**config.mk**
```make
export PLATFORM = sky130hd
export DESIGN_NAME = pfla_fifo
export DESIGN_NICKNAME = d
export VERILOG_FILES = /design/src/rtl/pfla_fifo.sv
export SDC_FILE = /design/constraint.sdc
export NUM_CORES = 1
export LEC_CHECK = 0
export BUFFER_PORTS_ARGS = -buffer_cell sky130_fd_sc_hd__buf_2
export CAP_MARGIN = 5
export CELL_PAD_IN_SITES_DETAIL_PLACEMENT = 1
export CELL_PAD_IN_SITES_GLOBAL_PLACEMENT = 2
export CORE_MARGIN = 8
export CORE_UTILIZATION = 35
export CTS_BUF_LIST = sky130_fd_sc_hd__clkbuf_4
export CTS_CLUSTER_DIAMETER = 100
export CTS_CLUSTER_SIZE = 40
export DETAILED_ROUTE_END_ITERATION = 8
export PLACE_DENSITY_LB_ADDON = 0.1
export SYNTH_ARGS = -nofsm -noshare
export SYNTH_HDL_FRONTEND = slang
export SYNTH_SLANG_ARGS = --single-unit
export TNS_END_PERCENT = 10
```
**constraint.sdc**
```tcl
create_clock -name clk_i -period 2.5 [get_ports clk_i]
set_input_delay 0.125 -clock clk_i [delete_from_list [all_inputs] [get_ports clk_i]]
set_output_delay 0.125 -clock clk_i [all_outputs]
set_load 0.05 [all_outputs]
```
**src/rtl/pfla_fifo.sv**
```systemverilog
// ----------------------------------------------------------------------------
// pfla_fifo
// Two-entry command queue decoupling the classify front from the back end.
// ----------------------------------------------------------------------------
module pfla_fifo #(
  parameter int unsigned DW = 8
) (
  input  logic          clk_i,
  input  logic          rst_ni,
  input  logic          push_i,
  input  logic [DW-1:0] push_data_i,
  output logic          full_o,
  input  logic          pop_i,
  output logic          valid_o,
  output logic [DW-1:0] pop_data_o
);

  logic [DW-1:0] slot_q [2];
  logic          wr_ptr_q, wr_ptr_d;
  logic          rd_ptr_q, rd_ptr_d;
  logic [1:0]    cnt_q, cnt_d;

  assign full_o     = (cnt_q == 2'd2);
  assign valid_o    = (cnt_q != 2'd0);
  assign pop_data_o = slot_q[rd_ptr_q];

  // Advance pointers and occupancy
  always_comb begin
    wr_ptr_d = push_i ? ~wr_ptr_q : wr_ptr_q;
    rd_ptr_d = pop_i ? ~rd_ptr_q : rd_ptr_q;
    cnt_d    = cnt_q;
    if (push_i && !pop_i) begin
      cnt_d = cnt_q + 2'd1;
    end else if (pop_i && !push_i) begin
      cnt_d = cnt_q - 2'd1;
    end
  end

  always_ff @(posedge clk_i or negedge rst_ni) begin
    if (!rst_ni) begin
      wr_ptr_q <= 1'b0;
      rd_ptr_q <= 1'b0;
      cnt_q    <= 2'd0;
    end else begin
      wr_ptr_q <= wr_ptr_d;
      rd_ptr_q <= rd_ptr_d;
      cnt_q    <= cnt_d;
    end
  end

  // Store pushed entry
  always_ff @(posedge clk_i) begin
    if (push_i) begin
      slot_q[wr_ptr_q] <= push_data_i;
    end
  end

endmodule

```
; Word level (Yosys, flattened, before mapping)
; Memory sizes are Yosys's and may differ from the RTL's.
; Cells that the tools add are included.
[op_classes]
n_reduce_logical = 6
n_div = 0
shift = 0
n_mux = 4
magnitude_cmp = 0
n_bitwise = 2
add_sub_neg = 2
n_eq_ne = 1
multipliers = 0
[op_table]
columns = operator, n
row1 = 2-bit 2-to-1 mux, 2
row2 = 2-bit nonzero test, 2
row3 = "2-bit by 1-bit adder with 2-bit output, second input constant", 1
row4 = "2-bit equality test, second input constant", 1
row5 = 1-bit logical AND, 2
row6 = 1-bit logical NOT, 2
row7 = 1-bit 2-to-1 mux, 2
row8 = 1-bit NOT, 2
row9 = "2-bit by 1-bit subtractor with 2-bit output, second input constant", 1
[totals]
in_bits = 12
regBits = 4
mem_count = 1
latch_bits = 0
ramBits = 16
elab_cells = 19
out_inout_bits = 10
mem_bits_ro = 0
[memory_table]
columns = memory, depth, width, rd, rd_clocked_by_memory_dff, write_ports, line_no
row1 = slot_q, 2, 8, 1, 0, 1, 18  ; logic [DW-1:0] slot_q [2];

; Longest topological paths before layout
; Gate-level depths: netlist of run 1.
[logic_depth]
ltp_word = 4
ltp_mapped = 5
mapped_depth_nobuf = 5

; Least setup slack after synthesis of run 1
; Ideal clock, no wire load.
[synth_timing]
path_kind = reg-to-reg
startpoint = register wr_ptr_q
endpoint = memory slot_q[0][0], enable pin
n_path_buf = 0
setup_ns = 0.373
required_time_ns = 2.127
arrival_time_ns = 0.789
period_less_slack_ns = 1.162
path_slack_ns = 1.338
stages_incl_launch_ff = 2
cell_sequence = dfrtp_1 nor2b_1
[synth_rtl]
columns = item, line_no
row1 = from (decl), 19  ; logic wr_ptr_q, wr_ptr_d;
row2 = from (signal assigned), 45  ; wr_ptr_q <= wr_ptr_d;
row3 = to (decl), 18
; Straight into the memory's write port.

; Worst setup path in the final report of run 1
[layout_timing]
startpoint = register rd_ptr_q
endpoint = output pop_data_o[7]
[layout_via]
elab_chain_len = 1
[layout_rtl]
columns = item, line_no
row1 = from (decl), 20  ; logic rd_ptr_q, rd_ptr_d;
row2 = from (signal assigned), 46  ; rd_ptr_q <= rd_ptr_d;
row3 = memory read 2 x 8 bit, --
row4 = to (decl), 15  ; output logic [DW-1:0] pop_data_o
; No other way between the ends.

==> results of run 1 <==
[cell usage after synthesis (all sizes together)]
cell / instances
buf: 1
nor2b: 1
nor2: 1
edfxtp: 16
inv: 1
mux2: 8
or2: 1
xnor2: 1
dfrtp: 4
and2: 1
ha: 1
and2b: 1
xor2: 4
[report_power, final]
part	internal, mW	switching, mW	leakage (nW)
combinational	0.189	0.346	0.217
clock	0.0729	0.0932	0.0184
sequential	0.453	0.0731	0.197
[worst min path at each step]
stage / end / slack, ns / cells past startpoint
2_1_floorplan: cnt_q[0] / -0.17 / 0
3_3_place_gp: wr_ptr_q / -0.06 / 1
3_5_place_dp: wr_ptr_q / -0.06 / 1
4_1_cts: slot_q[0][3] / 0.002 / 1
5_1_grt: slot_q[0][7] / -0.004 / 1
6_report: slot_q[0][7] / 0.01 / 1
[routing by layer]
layer | track usage [%] | up-vias | part of all wire (%)
met5 | 0 | - | 0
met4 | 4.18 | 0 | 0
met3 | 2.79 | 0 | 5.8
met2 | 11.4 | 13 | 49
met1 | 7.11 | 193 | 45
li1 | - | 208 | -
[kinds of logic (layout without fill, tap and decap cells)]
logic type,after synthesis,in the layout
xor+xnor,5,5
fa+ha+maj,1,1
buf+inv,2,31
flops,20,20
mux,8,8
simple gates,5,5
[worst max-delay path, cell delays in order (launching register included)]
cell	delay (ns)
dfrtp_1	0.69
mux2_4	0.34
buf_2	0.21
[timing repair]
action / 4_1_cts / 5_1_grt
resized for setup: 0 / 0
hold endpoints to repair: 4 / 8
hold buffers: 1 / 4
[state kept, by name (all words and copies together), names as in the netlist]
name      count
slot_q       16
cnt_q         2
rd_ptr_q      1
wr_ptr_q      1
[area by class of cell]
class	instances	area (sq um)
flip-flops and latches	20	581
well taps	28	35.0
repair buffers	26	155
multi-input cells	19	208
inverters	1	3.75
clock buffers	4	30.0
fillers	227	1180
[through the flow]
stage               worst slack, ns  cells
finish                        0.845     98
global route                  0.753     98
CTS                           0.810     94
detailed placement             1.12     89
global placement               1.17     89
floorplan                      1.34     41
==> out/metrics.csv, run 1 <==
stage,metric,value,unit
route,initialDrtViolationCount,2,
route,routed_via_density,4.22,
power_and_ir_drop,total_power,1.23,mW
setup_path,crit_end,pop_data_o[7],
global_routing,antenna_found_initial,0,
clock_network,worstSkewPairLatency,0.29,ns
global_routing,grt_use_total,6.87,%
yosys,netlist_area,803,sq um
yosys,synth_top_family_by_area,multiplexers,
layout,post-route-cell-area,1010,sq um
global_routing,grt_start_max_net_pins,12,
setup_path,startpoint,rd_ptr_q,
route,totalWireLength,1310,microns
layout,mostFrequentLayoutCells,"buf_2 (21), edfxtp_1 (16), mux2_4 (8), dlygate4sd3_1 (5)",
layout,layout_commonest_cell,buf_2,
setup_path,ff2ff_setup_slack,1.13,ns
yosys,synth_top_cell_by_area,edfxtp_1,
yosys,synthMuxAreaShare,15.0,%
global_routing,gr-total-overflow,0,
clock_network,root_buffer,clkbuf_4,
timing,hold_viol,0,
route,firstDrtPassIters,2,
die,core-area,2190,sq um
route,vias,414,
yosys,ys_seq_area_share,72.3,%
die,die_h,63.9,microns
setup_path,cp.required,2.38,ns
clock_network,cts_buffers,3,
layout,drive_gt1_share,48.6,%
yosys,synthAdderAreaFrac,1.56,%
yosys,synth-compound-area-share,0,%
status,outcome,finished clean,
yosys,synth.distinct_cells,13,
timing,finClkSkew,0.00174,ns
route,detail_route.wl_per_cell,13.3,microns
placed_design,dpl-instance-area,932,sq um
yosys,yosys_warnings,0,
die,start_util,36.7,%
yosys,postSynthCellCount,41,
yosys,synth_nets,54,
die,fp.dieArea,4080,sq um
setup_path,r2r_end,slot_q[0][0],
power_and_ir_drop,ir_worst_vdd,0.000587,V
timing,fin_crit,1.65,ns
die,num_io_pins,22,
layout,utilization,46.2,%
global_routing,grt_pass1_vias,466,
yosys,synth_seq_cells,20,
layout,nets,84,
setup_path,cp_max_fo,9,
clock_network,cts.path.max_buffers,2,
timing,report.final.slew_viol_count,0,
timing,finalSetupTns,0,ns
power_and_ir_drop,p_leak,0.432,nW
setup_path,reg2reg_depth,1,
clock_network,cts_tree,yes,
placed_design,place_congestion,0.590,
yosys,ys_top_cells_by_area,"edfxtp_1 (60%), mux2_4 (15%), dfrtp_1 (12%)",
route,postRouteAntennaNets,0,
clock_network,cts_setup_buffers,0,
setup_path,r2r-start,wr_ptr_q,
yosys,synth_xor_area_share,5.45,%
die,die_x,63.9,microns
setup_path,endpoint_kind,output port,
power_and_ir_drop,p_per_area,1210,nW/um^2
die,rows,17,
setup_path,timing_worst_setup_path_type,flop to output port,
setup_path,worstSetupStartpointType,flop,
timing,fin_hold_ws,0.0132,ns
route,drc,0,
timing,rsz0062_at_grt,no,
timing,max_freq,604,MHz
placed_design,io_buffers,21,
timing,relSlewSlack,49.7,%
layout,diodes,0,
timing,worst_pin_slew,0.752,ns
timing,min_period_over_period,66.2,%
clock_network,clk_pin_slew,0.11,ns
timing,setup_viol,0,
hold_path,hold_path_class,input port to flop,
yosys,syn_avg_cell_area,19.6,sq um
clock_network,cts.sinks,20,
job,max_cap_violations,0,
yosys,synth.top_cell.area_share,59.8,%
yosys,synthSimpleGateAreaFrac,3.89,%
hold_path,min_from,push_data_i[7],
setup_path,cp.arrival,1.53,ns
global_routing,grt_pass1_wl,2150,microns
layout,area_delta_synth_final,26.0,%
clock_network,h-tree-depth,1,
(Power assumes the default switching activity.)
==> inputs of run 2 (changes only) <==
--- a/config.mk
+++ b/config.mk
@@ -5,12 +5,13 @@
 export SDC_FILE = /design/constraint.sdc
 export NUM_CORES = 1
 export LEC_CHECK = 0
+export ABC_AREA = 1
 export BUFFER_PORTS_ARGS = -buffer_cell sky130_fd_sc_hd__buf_2
 export CAP_MARGIN = 5
 export CELL_PAD_IN_SITES_DETAIL_PLACEMENT = 1
 export CELL_PAD_IN_SITES_GLOBAL_PLACEMENT = 2
 export CORE_MARGIN = 8
-export CORE_UTILIZATION = 35
+export CORE_UTILIZATION = 33
 export CTS_BUF_LIST = sky130_fd_sc_hd__clkbuf_4
 export CTS_CLUSTER_DIAMETER = 100
 export CTS_CLUSTER_SIZE = 40
==> constraint.sdc (replaced) <==
create_clock -name clk_i -period 1.4 [get_ports clk_i]
set_input_delay 0.07 -clock clk_i [delete_from_list [all_inputs] [get_ports clk_i]]
set_output_delay 0.07 -clock clk_i [all_outputs]
set_load 0.05 [all_outputs]
==> out/metrics.csv, run 2 <==
stage,metric,value,unit
status,outcome,finished clean,
placed_design,dpl-instance-area,957,sq um
placed_design,io_buffers,21,
setup_path,crit_buf_inv,2,
route,firstDrtPassIters,3,
yosys,ys_top_cells_by_count,"edfxtp_1 (16), mux2_4 (8), inv_1 (7), nand2_1 (6), dfrtp_1 (4)",
die,rows,18,
clock_network,cts.path.max_buffers,2,
die,die_h,65.8,microns
clock_network,cts_tree,yes,
die,die_x,65.8,microns
yosys,synth_seq_cells,20,
die,start_util,34.0,%
route,vias,490,
yosys,syn_avg_cell_area,16.4,sq um
die,core-area,2410,sq um
clock_network,cts_buffers,3,
global_routing,antenna_found_initial,0,
route,postRouteAntennaNets,0,
yosys,synth_edf_count,16,
yosys,synth.top_cell.area_share,58.7,%
layout,post-route-cell-area,1210,sq um
setup_path,ff2ff_setup_slack,0.38,ns
setup_path,r2r_end,slot_q[1][4],
route,detail_route.wl_per_cell,12.2,microns
hold_path,hold_path_class,input port to async pin,
job,max_cap_violations,0,
clock_network,clk_pin_slew,0.11,ns
setup_path,crit_end,pop_data_o[1],
timing,worst_pin_slew,0.320,ns
route,drc,0,
layout,mostFrequentLayoutCells,"edfxtp_1 (16), buf_2 (13), dlygate4sd3_1 (11), mux2_4 (8), buf_6 (8)",
clock_network,h-tree-depth,1,
timing,relSlewSlack,78.6,%
timing,finClkSkew,0.00359,ns
setup_path,cp_max_fo,5,
yosys,yosysMostFrequentCell,edfxtp_1,
yosys,ys_seq_area_share,70.9,%
timing,hold_viol,0,
global_routing,grt_use_total,7.19,%
layout,reg_top3,"slot_q x16, cnt_q x2",
layout,largest_register_ffs,16,
layout,top_register,slot_q,
timing,setup_viol,0,
timing,fin_hold_ws,0.113,ns
setup_path,cp_cell_sequence,"buf_6, mux2_4, buf_8",
timing,fin_crit,1.39,ns
yosys,async_flop_share,20.0,%
layout,nets,103,
yosys,netlist_area,818,sq um
setup_path,endpoint_kind,output port,
global_routing,grt_start_max_net_pins,13,
setup_path,crit_path_max_incr_delay,0.43,ns
timing,min_period_over_period,99.1,%
power_and_ir_drop,p_leak,0.539,nW
route,initialDrtViolationCount,2,
layout,layout_commonest_cell,edfxtp_1,
yosys,synth_top_cell_by_area,edfxtp_1,
setup_path,startpoint,rd_ptr_q,
clock_network,root_buffer,clkbuf_4,
die,num_io_pins,22,
timing,finalSetupTns,0,ns
yosys,synth_ff_type,edfxtp_1,
yosys,yosys_warnings,0,
timing,report.final.slew_viol_count,0,
setup_path,timing_worst_setup_path_type,flop to output port,
layout,diodes,0,
die,fp.dieArea,4330,sq um
setup_path,critPathSlowestCell,dfrtp_2,
setup_path,cp_top_family,flip-flops,
setup_path,worst-path-stages,3,
global_routing,grt_pass1_wl,2410,microns
clock_network,cts.sinks,20,
global_routing,gr-total-overflow,0,
clock_network,worstSkewPairLatency,0.29,ns
yosys,synth_nets,63,
power_and_ir_drop,p_per_area,2180,nW/um^2
setup_path,r2r-start,wr_ptr_q,
setup_path,cp.arrival,1.32,ns
setup_path,worstSetupStartpointType,flop,
layout,drive_gt1_share,42.7,%
layout,utilization,50.2,%
timing,max_freq,721,MHz
route,totalWireLength,1460,microns
timing,rsz0062_at_grt,yes,
route,routed_via_density,4.12,
setup_path,reg2reg_depth,2,
yosys,synth.distinct_cells,12,
power_and_ir_drop,ir_worst_vdd,0.00119,V
yosys,postSynthCellCount,50,
layout,area_delta_synth_final,47.7,%
yosys,ys_top_cells_by_area,"edfxtp_1 (59%), mux2_4 (15%), dfrtp_1 (12%)",
global_routing,grt_pass1_vias,550,
setup_path,cp.required,1.33,ns
placed_design,place_congestion,0.738,
run 2: repair_timing:
| action | 4_1_cts | 5_1_grt |
|---|---|---|
| hold endpoints to repair | 22 | 0 |
| hold buffers | 11 | 0 |
| setup endpoints to repair | 8 | 8 |
| resized for setup | 20 | 2 |
| pin swaps | 0 | 0 |
| buffers inserted | 3 | 0 |
run 2: layout make-up:
| cell class | count | area, sq um |
|---|---|---|
| Clock inverter | 1 | 30.0 |
| Tap cell | 30 | 37.5 |
| Timing Repair Buffer | 36 | 310 |
| Fill cell | 253 | 1200 |
| Sequential cell | 20 | 582 |
| Inverter | 7 | 26.3 |
| Multi-Input combinational cell | 22 | 200 |
| Clock buffer | 3 | 22.5 |
run 2: where the power goes:
part	switching, mW	total [mW]	leakage (nW)	internal [mW]
clock network	0.169	0.458	0.0279	0.289
logic	0.747	1.30	0.314	0.551
registers	0.0689	0.879	0.196	0.810
total	0.985	2.63	0.539	1.65
run 2: kinds of logic (layout without fill, tap and decap cells):
kind of cell,after synthesis,in the layout,synth area share (%)
xor gates and xnor gates,3,3,3.21
and+or+nand+nor,10,10,5.05
buffers and inverters,8,47,4.59
muxes,8,8,14.7
adders and majority gates,1,1,1.53
DFF,20,20,70.9
run 2: how the worst min path moves through the flow:
stage | startpoint | endpoint | slack (ns) | depth (start not counted)
after floorplan | rst_ni | cnt_q[0] | -0.23 | 0
after detailed placement | rst_ni | cnt_q[1] | -0.12 | 1
after global placement | rst_ni | cnt_q[1] | -0.11 | 1
after CTS | rst_ni | cnt_q[1] | 0.09 | 2
final | rst_ni | cnt_q[1] | 0.11 | 2
after global routing | rst_ni | cnt_q[1] | 0.12 | 2
run 2: per-stage QoR:
step | total power [mW] | instances | worst slack [ns]
after global placement | 1.93 | 101 | 0.132
after detailed placement | 1.93 | 101 | 0.107
after global routing | 2.76 | 119 | -0.0338
final | 2.63 | 119 | 0.0125
after CTS | 2.65 | 119 | -0.00328
after floorplan | 1.75 | 50 | 0.256
run 2: routing by layer:
metal | global-route usage, % | vias up | wire length [microns]
met2 | 12.7 | 10 | 796
met3 | 2.37 | 0 | 89
met5 | 0 | - | 0
met4 | 3.27 | 0 | 0
met1 | 7.55 | 231 | 570
li1 | - | 249 | -
==> inputs of run 3 (changes only) <==
==> constraint.sdc (replaced) <==
create_clock -name clk_i -period 1.25 [get_ports clk_i]
set_input_delay 0.0625 -clock clk_i [delete_from_list [all_inputs] [get_ports clk_i]]
set_output_delay 0.0625 -clock clk_i [all_outputs]
set_load 0.05 [all_outputs]
==> out/metrics.csv, run 3 (same netlist as run 2, synthesis figures left out) <==
stage,metric,value,unit
setup_path,endpoint_kind,output port,
timing,worst_pin_slew,0.331,ns
power_and_ir_drop,seq_power_share,36.4,%
clock_network,h-tree-depth,1,
setup_path,r2r_end,slot_q[1][1],
timing,max_freq,722,MHz
timing,fin_crit,1.39,ns
setup_path,ff2ff_setup_slack,0.22,ns
clock_network,cts.path.max_buffers,2,
layout,mostFrequentLayoutCells,"edfxtp_1 (16), buf_2 (13), dlygate4sd3_1 (11), mux2_4 (8), buf_6 (8)",
layout,top_register,slot_q,
die,start_util,34.0,%
die,core-area,2410,sq um
timing,finClkSkew,0.00107,ns
timing,rsz0062_at_grt,yes,
layout,largest_register_ffs,16,
timing,min_period_over_period,111,%
placed_design,place_congestion,0.767,
layout,area_delta_synth_final,43.6,%
route,postRouteAntennaNets,0,
power_and_ir_drop,comb_power_share,52.8,%
timing,setup_viol,8,
power_and_ir_drop,p_sw_share,40.3,%
global_routing,grt_start_max_net_pins,12,
route,routed_via_density,4.06,
setup_path,worstSetupStartpointType,flop,
route,initialDrtViolationCount,2,
power_and_ir_drop,p_sw,1.09,mW
power_and_ir_drop,internal-power,1.62,mW
layout,layout_commonest_cell,edfxtp_1,
clock_network,clk_pin_slew,0.10,ns
placed_design,io_buffers,21,
layout,diodes,0,
job,max_cap_violations,0,
layout,nets,102,
die,fp.dieArea,4330,sq um
clock_network,worstSkewPairLatency,0.29,ns
layout,reg_top3,"slot_q x16, cnt_q x2",
timing,hold_viol,0,
die,die_h,65.8,microns
global_routing,grt_pass1_wl,2440,microns
clock_network,cts.sinks,20,
global_routing,antenna_found_initial,0,
placed_design,dp_slack,-0.0278,ns
global_routing,grt_pass1_vias,552,
clock_network,cts_buffers,3,
power_and_ir_drop,ir_worst_vdd,0.00113,V
route,vias,479,
setup_path,cp.required,1.19,ns
status,outcome,"complete, but fails checks",
die,die_x,65.8,microns
power_and_ir_drop,p_per_area,2310,nW/um^2
route,firstDrtPassIters,3,
timing,fin_hold_ws,0.135,ns
status,violations,negative setup slack,
power_and_ir_drop,clkPwrFrac,10.8,%
timing,relSlewSlack,77.9,%
die,rows,18,
route,totalWireLength,1460,microns
setup_path,cp_max_fo,5,
layout,stdcell_count,118,
route,detail_route.wl_per_cell,12.4,microns
die,num_io_pins,22,
timing,report.final.slew_viol_count,0,
placed_design,hpwl,1020,microns
timing,setup_ws,-0.135,ns
clock_network,root_buffer,clkbuf_4,
hold_path,hold_path_class,input port to async pin,
setup_path,r2r-start,wr_ptr_q,
setup_path,timing_worst_setup_path_type,flop to output port,
placed_design,dpl.cell_count,101,
clock_network,cts_tree,yes,
setup_path,cp.arrival,1.32,ns
setup_path,reg2reg_depth,2,
global_routing,gr-total-overflow,0,
global_routing,grt_use_total,7.53,%
route,drc,0,
power_and_ir_drop,p_leak,0.521,nW
layout,drive_gt1_share,40.9,%
-- run 3: final cells by class --
type | count | area [sq um]
multi-input combinational | 22 | 200
clock inverter | 1 | 3.75
sequential | 20 | 582
clock buffer | 3 | 22.5
tap | 30 | 37.5
fill | 249 | 1230
inverter | 7 | 26.3
timing repair buffer | 35 | 303
-- run 3: worst max-delay path: stages, from the launching register on --
cell,delay (ns)
dfrtp_2,0.44
buf_6,0.14
mux2_4,0.30
buf_8,0.15
-- run 3: how the worst max path moves through the flow --
stage	from	end	slack, ns	cells after the start
6_report	rd_ptr_q	pop_data_o[6]	-0.14	3
5_1_grt	rd_ptr_q	pop_data_o[0]	-0.20	3
4_1_cts	rd_ptr_q	pop_data_o[6]	-0.15	3
3_5_place_dp	rd_ptr_q	pop_data_o[6]	-0.03	2
3_3_place_gp	rd_ptr_q	pop_data_o[6]	-0.01	2
2_1_floorplan	wr_ptr_q	slot_q[0][0]	0.11	1
-- run 3: repair_timing --
action / CTS / global route
endpoints found under the setup margin: 8 / 8
buffers inserted: 2 / 0
hold endpoints to repair: 22 / 0
resized for setup: 22 / 0
pin swaps: 0 / 0
hold buffers: 11 / 0
-- run 3: power groups by stage --
| stage | Clock (mW) | Sequential, mW | Combinational [mW] |
|---|---|---|---|
| floorplan | 0 | 0.975 | 0.984 |
| global placement | 0 | 1.06 | 1.09 |
| detailed placement | 0 | 1.06 | 1.10 |
| CTS | 0.315 | 0.984 | 1.45 |
| global route | 0.336 | 1.01 | 1.52 |
| finish | 0.294 | 0.987 | 1.43 |
-- run 3: layer usage --
metal | vias to the layer above | share of wire [%] | global-route usage [%]
met4 | 0 | 0 | 3.27
li1 | 246 | - | -
met2 | 10 | 52 | 13.3
met3 | 0 | 5.5 | 2.71
met1 | 223 | 43 | 7.82
met5 | - | 0 | 0
-- run 3: stage by stage --
step	TNS [ns]	instance area, sq um	power (mW)	util (%)
final	-1.01	1170	2.71	48.8
after global placement	-0.0535	957	2.15	39.7
after detailed placement	-0.182	957	2.16	39.7
after floorplan	0	818	1.96	-
after CTS	-1.11	1170	2.75	48.8
after global routing	-1.51	1170	2.86	48.8
