File: src/rtl/pfla_pkg.sv
// ----------------------------------------------------------------------------
// pfla_pkg
// Shared types and codes for the LIFO free-page list allocator.
// ----------------------------------------------------------------------------
package pfla_pkg;

  // Request codes carried by the action field
  typedef enum logic [1:0] {
    ACT_INIT  = 2'd0,
    ACT_ALLOC = 2'd1,
    ACT_FREE  = 2'd2,
    ACT_NONE  = 2'd3
  } action_e;

  // Result status codes
  typedef enum logic [2:0] {
    STATUS_OK         = 3'd0,
    STATUS_EMPTY      = 3'd1,
    STATUS_BAD_PAGE   = 3'd2,
    STATUS_BAD_BOUNDS = 3'd3,
    STATUS_OVERFLOW   = 3'd4
  } status_e;

  // Classified command passed from front to back
  typedef enum logic [2:0] {
    CMD_NOP        = 3'd0,
    CMD_INIT       = 3'd1,
    CMD_INIT_BAD   = 3'd2,
    CMD_ALLOC      = 3'd3,
    CMD_FREE       = 3'd4,
    CMD_FREE_BAD   = 3'd5
  } cmd_e;

  localparam int unsigned CmdW = $bits(cmd_e);

  // Back-end sequencer states
  typedef enum logic {
    BK_IDLE,
    BK_RD_WAIT
  } bk_state_e;

  // Configuration register indexes
  localparam logic CFG_POOL_START = 1'b0;
  localparam logic CFG_POOL_END   = 1'b1;

  localparam int unsigned CfgIdxW = 1;
  localparam int unsigned FieldW  = 32;

  typedef struct packed {
    logic [1:0]        action;
    logic [FieldW-1:0] page_address;
  } in_item_t;

  typedef struct packed {
    logic [FieldW-1:0] granted_address;
    status_e           status;
  } out_item_t;

endpackage

File: src/rtl/pfla_front.sv
// ----------------------------------------------------------------------------
// pfla_front
// Accepts requests and classifies them against the pool bounds.
// ----------------------------------------------------------------------------
module pfla_front #(
  parameter int unsigned ADDR_BITS  = 32,
  parameter int unsigned PAGE_SHIFT = 12
) (
  input  pfla_pkg::in_item_t                   in_item_i,
  input  logic [ADDR_BITS-1:0]                 pool_start_i,
  input  logic [ADDR_BITS-1:0]                 pool_end_i,
  output pfla_pkg::cmd_e                       cmd_o,
  output logic [ADDR_BITS-PAGE_SHIFT:0]        arg_o
);

  import pfla_pkg::*;

  localparam int unsigned AW  = ADDR_BITS;
  localparam int unsigned ArgW = ADDR_BITS - PAGE_SHIFT + 1;

  logic [AW-1:0] addr;
  logic [AW-1:0] span;
  logic          bounds_bad;
  logic          page_bad;

  assign addr = AW'(in_item_i.page_address);
  assign span = pool_end_i - pool_start_i;

  // Check alignment and range
  assign bounds_bad = (pool_start_i[PAGE_SHIFT-1:0] != '0) ||
                      (pool_end_i[PAGE_SHIFT-1:0] != '0);
  assign page_bad   = (addr[PAGE_SHIFT-1:0] != '0) || (addr < pool_start_i) ||
                      (addr >= pool_end_i);

  // Classify the request
  always_comb begin
    cmd_o = CMD_NOP;
    arg_o = '0;
    case (action_e'(in_item_i.action))
      ACT_INIT: begin
        if (bounds_bad) begin
          cmd_o = CMD_INIT_BAD;
        end else begin
          cmd_o = CMD_INIT;
          if (pool_end_i > pool_start_i) begin
            arg_o = ArgW'(span >> PAGE_SHIFT);
          end
        end
      end
      ACT_ALLOC: cmd_o = CMD_ALLOC;
      ACT_FREE: begin
        if (page_bad) begin
          cmd_o = CMD_FREE_BAD;
        end else begin
          cmd_o = CMD_FREE;
          arg_o = ArgW'(addr[AW-1:PAGE_SHIFT]);
        end
      end
      default: cmd_o = CMD_NOP;
    endcase
  end

endmodule

File: config.mk
export PLATFORM = sky130hd
export DESIGN_NAME = pfla_front
export DESIGN_NICKNAME = d
export VERILOG_FILES = /design/src/rtl/pfla_pkg.sv /design/src/rtl/pfla_front.sv
export SDC_FILE = /design/constraint.sdc
export NUM_CORES = 1
export LEC_CHECK = 0
export BUFFER_PORTS_ARGS = -buffer_cell sky130_fd_sc_hd__buf_2
export CAP_MARGIN = 20
export CORE_MARGIN = 2
export CORE_UTILIZATION = 53
export DETAILED_ROUTE_END_ITERATION = 12
export GPL_ROUTABILITY_DRIVEN = 0
export PLACE_DENSITY = 0.85
export SETUP_SLACK_MARGIN = 0.4
export SLEW_MARGIN = 20
export SYNTH_ARGS = -nofsm -noshare
export SYNTH_HDL_FRONTEND = slang
export SYNTH_SLANG_ARGS = --single-unit
export TNS_END_PERCENT = 1
File: constraint.sdc
create_clock -name vclk -period 2.99
set_input_delay 0.299 -clock vclk [all_inputs]
set_output_delay 0.299 -clock vclk [all_outputs]
set_load 0.02 [all_outputs]
# Word level (Yosys, flattened, before mapping)
# Cells that the tools add are included.
[totals]
out_inout_bits = 24
reg_bits = 0
in_bits = 98
wordCells = 20
[classes]
order_cmp = 3
reduce_logical = 7
mux = 7
eq_ne = 2
n_addsub = 1
[op_table]
columns = ["op", "n"]
rows = [
  ["20-bit two-way mux", 3],
  ["20-bit case mux with 2 select lines", 1],
  ["12-bit nonzero test", 3],
  ["32-bit greater-or-equal comparator", 1],
  ["32-bit > comparator", 1],
  ["32-bit < comparator", 1],
  ["32-bit subtractor", 1],
  ["3-bit case mux with 3 select lines", 1],
  ["1-bit logical OR", 3],
  ["2-bit by 1-bit equality test with 1-bit output (second input constant)", 1],
  ["2-bit equality test (second input constant)", 1],
  ["2-bit logical NOT", 1],
  ["2-bit two-way mux", 1],
  ["1-bit two-way mux", 1],
]

# Depth between registers and ports, before layout
# Gate-level depths: netlist (run 1).
[logic_depth]
depth_word = 5
depth_mapped = 11

# Worst setup path before layout (run 1)
# No wires, ideal clock.
[synth_path]
path_type = "input to output"
start = "in pool_start_i[13]"
end = "out arg_o[19]"
path_buffers = 0
cell_stages = 10
setup_slack_ps = 218
arrival_time_ps = 2473
path_cell_list = "inv_1 ha_1 a21oi_2 a21boi_1 a311oi_1 a21oi_1 o211a_1 o31ai_1 a21oi_1 o31ai_1"
[synth_via]
elab_chain_len = 5
word_cells_on_any_way = 9
classes_between = "1 x add/sub; 2 x order compare; 4 x mux; 2 x reduce/logical"
[synth_rtl]
columns = ["element", "line", "text"]
rows = [
  ["start, declared", "pfla_front.sv:10", "input logic [ADDR_BITS-1:0] pool_start_i,"],
  ["32-bit < comparator", "pfla_front.sv:32", "assign page_bad = (addr[PAGE_SHIFT-1:0] != '0) || (addr < pool_start_i) ||"],
  ["1-bit logical OR (2 in a row)", "pfla_front.sv:32", ""],
  ["20-bit two-way mux", "pfla_front.sv:52", "if (page_bad) begin"],
  ["20-bit case mux with 2 select lines (*)", "pfla_front.sv:39", "case (action_e'(in_item_i.action))"],
  ["end, declared", "pfla_front.sv:13", "output logic [ADDR_BITS-PAGE_SHIFT:0] arg_o"],
]
# Mark *: on every way between the ends. The rest lies on a longest branch, timed or not.

# Final worst setup path (run 1)
[layout_path]
start = "in pool_start_i[5]"
end = "out arg_o[19]"
# Same word-level chain as after synthesis.

==> summary.md, run 1 <==
| Metric | Value |
|---|---|
| Sequential cell count | 0 |
| Worst EP required | 2690 ps |
| Die W | 82.93 um |
| WP data arrival | 3110 ps |
| Commonest non-fill, non-tap cell in the layout | buf_2 |
| Row count | 28 |
| Final Critical Period | approximately 3400 ps |
| Router iterations before antenna repair | 13 |
| Max Cap Viol | 0 |
| Slowest stage cell, crit path | a21oi_2 |
| Simple-Gate Fraction of Synth Area | about a fifth |
| Share of post-route cells with drive strength above 1 | 43.10% |
| Die ar. | 6877 um^2 |
| Synth Area in XOR/XNOR | roughly 4.5% |
| Min-delay src | in_item_i[12] |
| # clk buffers | 0 |
| Synthesized cell area | approximately 3300 um^2 |
| Post-Syn Nets | 654 |
| Crit end category | output pin |
| Worst path bufs/invs | 4 |
| Vias in the first global route | about 5400 |
| Most frequent cells in the layout | buf_2 (83), buf_4 (72), ha_1 (69) |
| All-Layer GR Usage | 49.46% |
| Hold buffers post-CTS | 0 |
| Register area | 0 um^2 |
| Compound-Gate Fraction of Synth Area | between 20% and 30% |
| Ant diodes | 0 |
| Min Hold Slack | 964.1 ps |
| Max frequency | 293.3 MHz |
| CP startpoint kind | input port |
| Slew Limit Fails | 0 |
| Synth cell types | 55 |
| Largest net degree at the start of global routing | 9 |
| P_leak | 0.002659 uW |
| Die Y | 82.93 um |
| Peak supply drop | between 100 and 150 uV |
| Post-DRT Antenna Nets | 0 |
| Ports | 122 |
| Cell Pwr Density | 182.3 nW/um^2 |
| Sequential area share after synthesis | 0% |
| Fin area | 5214 um^2 |
| Dpl hpwl | 9446 um |
| P&R area growth vs syn | 57.90% |
| Slew @ Worst Pin | 641.3 ps |
| Placed instance area | 4337 um^2 |
| Slew headroom | 57.06% |
| WL/cell | approximately 27 um |
| Final-layout fill cell count | 288 |
| Initial Util | between 50% and 60% |
| Post-route setup slack | -419.0 ps |
| Initial DRC count | roughly 1000 |
| Core area | around 6000 um^2 |
| Mapped Cells | 461 |
| Total grt overflow | 0 |
| # setup viols final | 21 |
| First-pass GRT wire length | 27630 um |
| CP Class | in2out |
| Hold Path Class | in2out |
| Largest family of logic cells by synthesized area | adder cells |
| Fin crit share | 114.0% |
| Final #Nets | about 830 |
| I/O Buffers | 121 |
| Run status | finished, violations left |
| CP Cell Sequence | buf_2 > inv_1 > ha_4 > buf_4 > nand4_1 > a211oi_2 > o211ai_1 > a21oi_2 > o211a_1 > o31ai_2 > and3_1 > o31ai_2 > buf_4 |
| Post-DR vias/cell | 7.480 |
| Dpl ws | -189.9 ps |
| Violated checks | design-rule violations, negative setup slack |
| Final hold vios | 0 |
| Multiplexer share of the synthesized area | 0% |
| Crit path max fanout | 3 |
| Hold endpoint | arg_o[0] |
| Detailed-route via count | 5333 |
| Synth Area in Adders | 36.00% |
| Hold path cells | 4 |
| Final core utilization | 87.54% |
| Initial antenna violation count | 1 |
| Post-Syn Area per Cell | 7.163 um^2 |
| Ys Warns | 0 |
| Final WL | 18920 um |
| Total power | 950.2 uW |
| Unrepaired setup endpoints after global routing | true |
| Crit-path max cell delay | approximately 450 ps |
| Post-route DRC | 55 |
| CP top delay family | compound AO/OA/AOI/OAI gates |
==> layout make-up <==
class / instances / area [um^2] / share of cell area (%)
Tap cell: 75 / 93.84 / 1.800
Timing Repair Buffer: 184 / 1299 / 24.91
Inverter: 67 / 261.5 / 5.016
Multi-Input combinational cell: 387 / 3560 / 68.27
==> logic make-up (layout without fill, tap and decap cells) <==
kind of cell | Yosys count | count (layout)
AOI/OAI and AO/OA | 144 | 144
xor gates and xnor gates | 17 | 17
other | 1 | 1
buffers and inverters | 74 | 251
and+or+nand+nor | 130 | 130
adders and majority gates | 95 | 95
==> layer usage <==
layer	routed length (um)	share of wire [%]	vias to the layer above	global-route usage, %
met5	0	0	-	6.061
met4	2219	12	0	42.18
met3	2787	15	294	23.36
met2	7913	42	646	75.44
met1	6003	32	2327	50.33
li1	-	-	2066	-
==> how the worst max path moves through the flow <==
stage,startpoint,end,slack [ps],cells after the start
floorplan,pool_start_i[20],arg_o[17],350,11
global placement,pool_start_i[10],arg_o[18],-80,15
detailed placement,in_item_i[0],arg_o[8],-190,14
CTS,in_item_i[26],arg_o[14],110,12
global route,pool_start_i[5],arg_o[7],-400,14
finish,pool_start_i[5],arg_o[19],-420,13
==> worst min-delay path: stages <==
cell and delay, ps:
buf_2 110, nand2_1 50, o21ai_1 60, buf_4 140
==> cell usage after synthesis, types with 3 or more instances <==
cell | number | area (um^2)
and3_1 | 5 | 31.28
nor2b_1 | 3 | 18.77
a211oi_1 | 5 | 37.54
buf_4 | 3 | 22.52
nand2b_1 | 4 | 25.02
and4_1 | 4 | 35.03
inv_1 | 67 | 251.5
a21o_1 | 21 | 157.7
a31oi_1 | 4 | 25.02
nor2_1 | 15 | 56.30
o21ai_1 | 18 | 90.09
nand4_1 | 13 | 81.33
o31ai_1 | 6 | 45.04
o211ai_1 | 4 | 30.03
o21ai_0 | 14 | 70.07
nand2_1 | 43 | 161.4
nor3_1 | 3 | 15.01
o21a_1 | 6 | 45.04
nor4_1 | 10 | 62.56
xor2_1 | 8 | 70.07
ha_1 | 95 | 1189
a21oi_2 | 4 | 35.03
nand3_1 | 19 | 95.09
xnor2_1 | 9 | 78.83
or3_1 | 5 | 31.28
a21oi_1 | 35 | 175.2
==> where the power goes <==
part           internal (uW)  total (uW)  leakage (uW)  switching (uW)
combinational            414         950       0.00266             536
sequential                 0           0             0               0
clock                      0           0             0               0
==> metrics by stage <==
step	TNS, ps	cells
2_1_floorplan	0	461
3_3_place_gp	-549.3	699
3_5_place_dp	-1347	699
4_1_cts	0	712
5_1_grt	-7147	713
6_report	-7043	713
==> what timing repair did <==
| item | CTS | global route |
|---|---|---|
| setup buffers | 13 | 1 |
| endpoints found under the setup margin | 21 | 21 |
| pin swaps | 40 | 11 |
| gates resized for setup | 126 | 24 |
Note: power is estimated with default switching activity, not from simulation.
==> run 2, diff against run 1 <==
==> constraint.sdc (replaced) <==
create_clock -name vclk -period 3.46
set_input_delay 0.346 -clock vclk [all_inputs]
set_output_delay 0.346 -clock vclk [all_outputs]
set_load 0.02 [all_outputs]
==> run 2 against run 1 <==
The run now ends clean. Power shrank 37%. Wire length decreased by 41%. Non-clock buffer count down 51. Global-route usage decreased by 18 points. Design area decreased by 15%. Count of clock-buffer cells in the layout did not move. First-iteration DRC count is 70% lower. Final cell count fell by 7.2%. Setup slack better by 740 ps. Die area stayed put. Critical path depth is the same. Largest power group unchanged.
==> summary.md, run 2 (same netlist as run 1, synthesis figures left out) <==
| Metric | Value |
|---|---|
| Run status | finished, final reports clean |
| Ant diodes | 0 (unchanged) |
| Most frequent cells in the layout | buf_2 (103), ha_1 (81), inv_1 (64) |
| Setup TNS | 0 ps (+7043 ps) |
| Grt peak-use layer | met2 |
| P_leak | 0.002375 uW (-11%) |
| Post-DRT Antenna Nets | 0 (unchanged) |
| Most used cell, CP | buf_6 |
| Sequential cell count | 0 (unchanged) |
| Fin crit share | approximately 91% |
| Crit-path max cell delay | 440 ps (about the same) |
| Register area | 0 um^2 (unchanged) |
| Initial antenna violation count | 0 (-1) |
| Slew Limit Fails | 0 (unchanged) |
| Worst EP required | 3110 ps (+420 ps) |
| Final hold vios | 0 (unchanged) |
| Dpl hpwl | 9083 um (-3.8%) |
| Commonest non-fill, non-tap cell in the layout | buf_2 |
| Largest net degree at the start of global routing | 9 (unchanged) |
| Crit path max fanout | 7 (+4) |
| Routing usage on met1 | 36.66% (-14 points) |
| Initial DRC count | 298 (-70%) |
| Max frequency | 318.4 MHz |
| All-Layer GR Usage | 31.24% (-18 points) |
| Fin area | 4443 um^2 (-15%) |
| First-pass GRT wire length | 18770 um (-32%) |
| Post-route DRC | 0 (-100%) |
| Cell Pwr Density | 134.9 nW/um^2 (-26%) |
| Max Cap Viol | 0 (unchanged) |
| Final #Nets | 782 (-6.1%) |
| Met3 Resource Use GR | 3.380% (-20 points) |
| Min Hold Slack | 1051 ps (+87.33 ps) |
| Die W | 82.93 um (unchanged) |
| Slowest stage cell, crit path | nor4b_4 |
| Share of post-route cells with drive strength above 1 | 32.37% (-11 points) |
| Die Y | 82.93 um (unchanged) |
| Router iterations before antenna repair | 6 (-7) |
| Hold path cells | 3 (-1) |
| CP startpoint kind | input port |
| I/O Buffers | 121 (unchanged) |
| Initial Util | 55.44% (unchanged) |
| Post-DR vias/cell | 6.281 (-16%) |
| Unrepaired setup endpoints after global routing | true |
| Peak supply drop | 67.07 uV (-45%) |
| Hold Path Class | in2out |
| P&R area growth vs syn | 34.56% |
| Detailed-route via count | 4158 (-22%) |
| Core area | 5956 um^2 (unchanged) |
| CP Cell Sequence | buf_6 > inv_4 > ha_4 > nand2b_4 > a2111oi_4 > or3_4 > a311oi_4 > o311a_1 > nor4b_4 > buf_6 > nand2_1 > o21ai_1 > buf_2 |
| Row count | 28 (unchanged) |
| M2 GR Usage | 59.09% (-16 points) |
| Vias in the first global route | 4248 (-21%) |
| Final Critical Period | 3140 ps |
| Total power | 599.5 uW (-37%) |
| Ports | 122 (unchanged) |
| CP Class | in2out |
| Die ar. | 6877 um^2 (unchanged) |
| # setup viols final | 0 (-100%) |
| Crit end category | output pin |
| Total grt overflow | 0 (unchanged) |
| Placed instance area | 3978 um^2 (-8.3%) |
| Final WL | 11200 um (-41%) |
| WP data arrival | 2790 ps (-320 ps) |
| # clk buffers | 0 (unchanged) |
| WL/cell | 16.91 um (-36%) |
-- run 2: worst max-delay path, delay by kind of cell --
kind / cells / cell delay [ps]
AO/OA/AOI/OAI: 4 / 850
adder cells (fa/ha/maj): 1 / 180
buffers and inverters: 4 / 570
AND/OR/NAND/NOR: 4 / 840
-- run 2: timing repair --
item | in CTS | in global routing
endpoints found under the setup margin | 21 | 21
setup buffers | 5 | 2
hold buffers | 0 | 0
resized for setup | 63 | 21
pin swaps | 21 | 10
cloned | 1 | 0
-- run 2: layout make-up --
cell class / instances / area [um^2]
Tap cell: 75 / 93.84
Multi-Input combinational cell: 387 / 3326
Inverter: 67 / 256.5
Fill cell: 465 / 1513
Timing Repair Buffer: 133 / 767.0
-- run 2: stage by stage --
| stage | setup slack (ps) | cells | utilization (%) |
|---|---|---|---|
| floorplan | 594.4 | 461 | - |
| global placement | 216.3 | 654 | 66.79 |
| detailed placement | 134.1 | 654 | 66.79 |
| CTS | 393.0 | 660 | 72.79 |
| global route | 273.4 | 662 | 74.60 |
| finish | 319.6 | 662 | 74.60 |
-- run 2: worst paths after layout --
path	startpoint	endpoint	slack, ps
setup / recovery	in_item_i[0]	arg_o[11]	320
hold / removal	in_item_i[33]	cmd_o[1]	1050
-- run 2: report_power, final --
part,switching [uW],internal [uW]
Clock,0,0
Sequential,0,0
Combinational,333,267
-- run 2: metal layers --
layer  vias up  routed length, um
met3        51                776
met1      1933               4513
met5         -                  0
li1       1956                  -
met4         0                365
met2       218               5541
==> run 3, diff against run 2 <==
--- a/config.mk
+++ b/config.mk
@@ -5,10 +5,11 @@
 export SDC_FILE = /design/constraint.sdc
 export NUM_CORES = 1
 export LEC_CHECK = 0
+export ABC_AREA = 1
 export BUFFER_PORTS_ARGS = -buffer_cell sky130_fd_sc_hd__buf_2
 export CAP_MARGIN = 20
 export CORE_MARGIN = 2
-export CORE_UTILIZATION = 53
+export CORE_UTILIZATION = 55
 export DETAILED_ROUTE_END_ITERATION = 12
 export GPL_ROUTABILITY_DRIVEN = 0
 export PLACE_DENSITY = 0.85
==> run 3 against run 2 <==
Global-route usage fell by 0.98 points. Largest cell class unchanged. Count of clock-buffer cells in the layout did not move. Synthesized area rose by 21%. Sequential cell count did not move. Core utilization fell by 8.6 points. Wire length rose by 12%. Synthesized cell count rose by 49%. Die area rose by 16%. Hold slack got worse by 68 ps. Final cell count rose by 37%. Design area rose by 6.0%. First-iteration DRC count rose by 12%.
==> summary.md, run 3 <==
| Metric | Value |
|---|---|
| Commonest non-fill, non-tap cell in the layout | nand2_1 |
| Initial antenna violation count | 0 (unchanged) |
| Hold buffers post-CTS | 0 (unchanged) |
| Fin crit share | 80.53% (-10 points) |
| Run status | finished, final reports clean |
| Largest net degree at the start of global routing | 23 (+14) |
| Slew Limit Fails | 0 (unchanged) |
| Multiplexer share of the synthesized area | 0% (unchanged) |
| Post-route DRC | 0 (unchanged) |
| Post-Syn Area per Cell | 5.806 um^2 (-19%) |
| Synthesized cell area | 4000 um^2 (+21%) |
| Post-Syn Nets | 882 (+35%) |
| Reg power frac | 0% (unchanged) |
| # resized after CTS | 0 (-100%) |
| Sequential cell count | 0 (unchanged) |
| Post-DR vias/cell | 5.599 (-11%) |
| Core area | 7137 um^2 (+20%) |
| Total grt overflow | 0 (unchanged) |
| Slew headroom | 49.61% |
| WL/cell | 13.81 um (-18%) |
| Router iterations before antenna repair | 7 (+1) |
| Worst Setup EP | arg_o[11] |
| Worst EP required | 3110 ps (about the same) |
| Placed instance area | 4711 um^2 (+18%) |
| Sw Share | 62.02% (+6.5 points) |
| Post-synth top area cell | ha_1 |
| Synth cell count leaders | nand2_1 (177), inv_1 (99), ha_1 (95), a21oi_1 (75), nor2_1 (62) |
| Vias in the first global route | 4702 (+11%) |
| Unrepaired setup endpoints after global routing | false |
| Most numerous cell in the Yosys netlist | nand2_1 |
| Max Cap Viol | 0 (unchanged) |
| Fin area | 4711 um^2 (+6.0%) |
| Clk pwr share | 0% (unchanged) |
| P_int | 229.6 uW (-14%) |
| Compound-Gate Fraction of Synth Area | 18.99% (-11 points) |
| Hold Path Class | in2out |
| Initial DRC count | 335 (+12%) |
| Register area | 0 um^2 (unchanged) |
| Sequential area share after synthesis | 0% (unchanged) |
| CP Class | in2out |
| Die ar. | 7971 um^2 (+16%) |
| Detailed-route via count | 5078 (+22%) |
| I/O Buffers | 121 (unchanged) |
| Final hold vios | 0 (unchanged) |
| Post-synth top area share | 29.72% (-6.3 points) |
| Synth Area in XOR/XNOR | 0.6569% (-3.9 points) |
| Crit path max fanout | 4 (-3) |
| First-pass GRT wire length | 19840 um (+5.7%) |
| Crit end category | output pin |
| Die W | 89.28 um (+7.7%) |
| # placed instances | 907 (+39%) |
| Simple-Gate Fraction of Synth Area | 39.47% (+19 points) |
| Critical path origin | pool_start_i[5] |
| # clk buffers | 0 (unchanged) |
| Peak supply drop | 65.06 uV (-3.0%) |
| Dpl hpwl | 10950 um (+21%) |
| P&R area growth vs syn | 17.77% |
| WP data arrival | 2440 ps (-350 ps) |
| Initial Util | 56.05% (+0.61 points) |
| Most frequent cells in the layout | nand2_1 (177), buf_2 (121), inv_1 (99) |
| Setup TNS | 0 ps (unchanged) |
| Comb power frac | 100.0% (about the same) |
| Mapped Cells | 689 (+49%) |
| Top post-synthesis cells by area | ha_1 (30%), nand2_1 (17%), a21oi_1 (9.4%) |
| Synth cell types | 33 (-40%) |
| Min Hold Slack | 983.3 ps (-68.19 ps) |
| Synth Area in Adders | 29.72% (-6.3 points) |
| Cell Pwr Density | 128.4 nW/um^2 (-4.9%) |
| Post-CTS Setup Inserts | 0 (-5) |
| Slew @ Worst Pin | 747.9 ps |
| Share of post-route cells with drive strength above 1 | 20.79% (-12 points) |
| Largest family of logic cells by synthesized area | simple AND/OR/NAND/NOR gates |
| Post-Layout Cell Count | 907 (+37%) |
| Total power | 604.7 uW (+0.88%) |
| Ant diodes | 0 (unchanged) |
| Final Critical Period | 2786 ps (-354.2 ps) |
| Die Y | 89.28 um (+7.7%) |
| Ports | 122 (unchanged) |
| CP startpoint kind | input port |
| P_leak | 0.002700 uW (+14%) |
| Final #Nets | 1003 (+28%) |
| Post-DRT Antenna Nets | 0 (unchanged) |
| Max frequency | 358.9 MHz (+13%) |
| Row count | 31 (+11%) |
| # setup viols final | 0 (unchanged) |
| Psw | 375.1 uW (+13%) |
| Ys Warns | 0 (unchanged) |
| All-Layer GR Usage | 30.26% (-0.98 points) |
| Final WL | 12520 um (+12%) |
## run 3: changes by cell type after synthesis, moves of 16 or more
cell     previous run  this run
o21ai_0            14        30
a21oi_1            35        75
nor2_1             15        62
a21o_1             21         3
inv_1              67        99
nand2_1            43       177
## run 3: final cells by class
cell class | instances | area [um^2]
multi-input cells | 579 | 3557
fillers | 722 | 2426
repair buffers | 126 | 643.1
inverters | 103 | 386.6
well taps | 99 | 123.9
## run 3: worst min-delay path by stage
stage / startpoint / end / slack, ps / cells after the start
floorplan: in_item_i[33] / cmd_o[1] / 770 / 1
global placement: in_item_i[33] / cmd_o[1] / 980 / 3
detailed placement: in_item_i[33] / cmd_o[1] / 980 / 3
CTS: in_item_i[33] / cmd_o[1] / 980 / 3
global route: in_item_i[33] / cmd_o[1] / 1000 / 3
finish: in_item_i[33] / cmd_o[1] / 980 / 3
## run 3: per-layer routing
| metal | part of all wire [%] | wire (um) | vias to the layer above | global-route usage (%) |
|---|---|---|---|---|
| met4 | 1.3 | 159 | 0 | 6.513 |
| met2 | 47 | 5919 | 263 | 54.21 |
| met3 | 9.1 | 1142 | 22 | 2.401 |
| met1 | 42 | 5302 | 2235 | 39.43 |
| met5 | 0 | 0 | - | 0 |
| li1 | - | - | 2558 | - |
## run 3: cells by family (layout without fill, tap and decap cells)
group                      Yosys count  after routing
AOI/OAI and AO/OA                  134            134
xor gates and xnor gates             3              3
adders and majority gates           95             95
buffers and inverters              110            229
other                                1              1
and+or+nand+nor                    346            346
## run 3: critical path: stages
cell	delay, ps
buf_2	80
inv_1	60
ha_1	320
nand2_1	100
o21ai_0	240
a21oi_1	70
o21ai_0	600
nand2_1	160
nand3b_1	150
nand3_2	70
nand2_1	60
buf_2	150
## run 3: power groups by stage
stage	combinational (uW)	sequential (uW)	clock, uW
after floorplan	403	0	0
after global placement	565	0	0
after detailed placement	589	0	0
after CTS	593	0	0
after global routing	681	0	0
final	605	0	0
## run 3: metrics by stage
stage / worst slack, ps / utilization [%]
2_1_floorplan: 1315 / -
3_3_place_gp: 811.8 / 66.01
3_5_place_dp: 784.4 / 66.01
4_1_cts: 780.1 / 66.01
5_1_grt: 499.6 / 66.01
6_report: 673.8 / 66.01
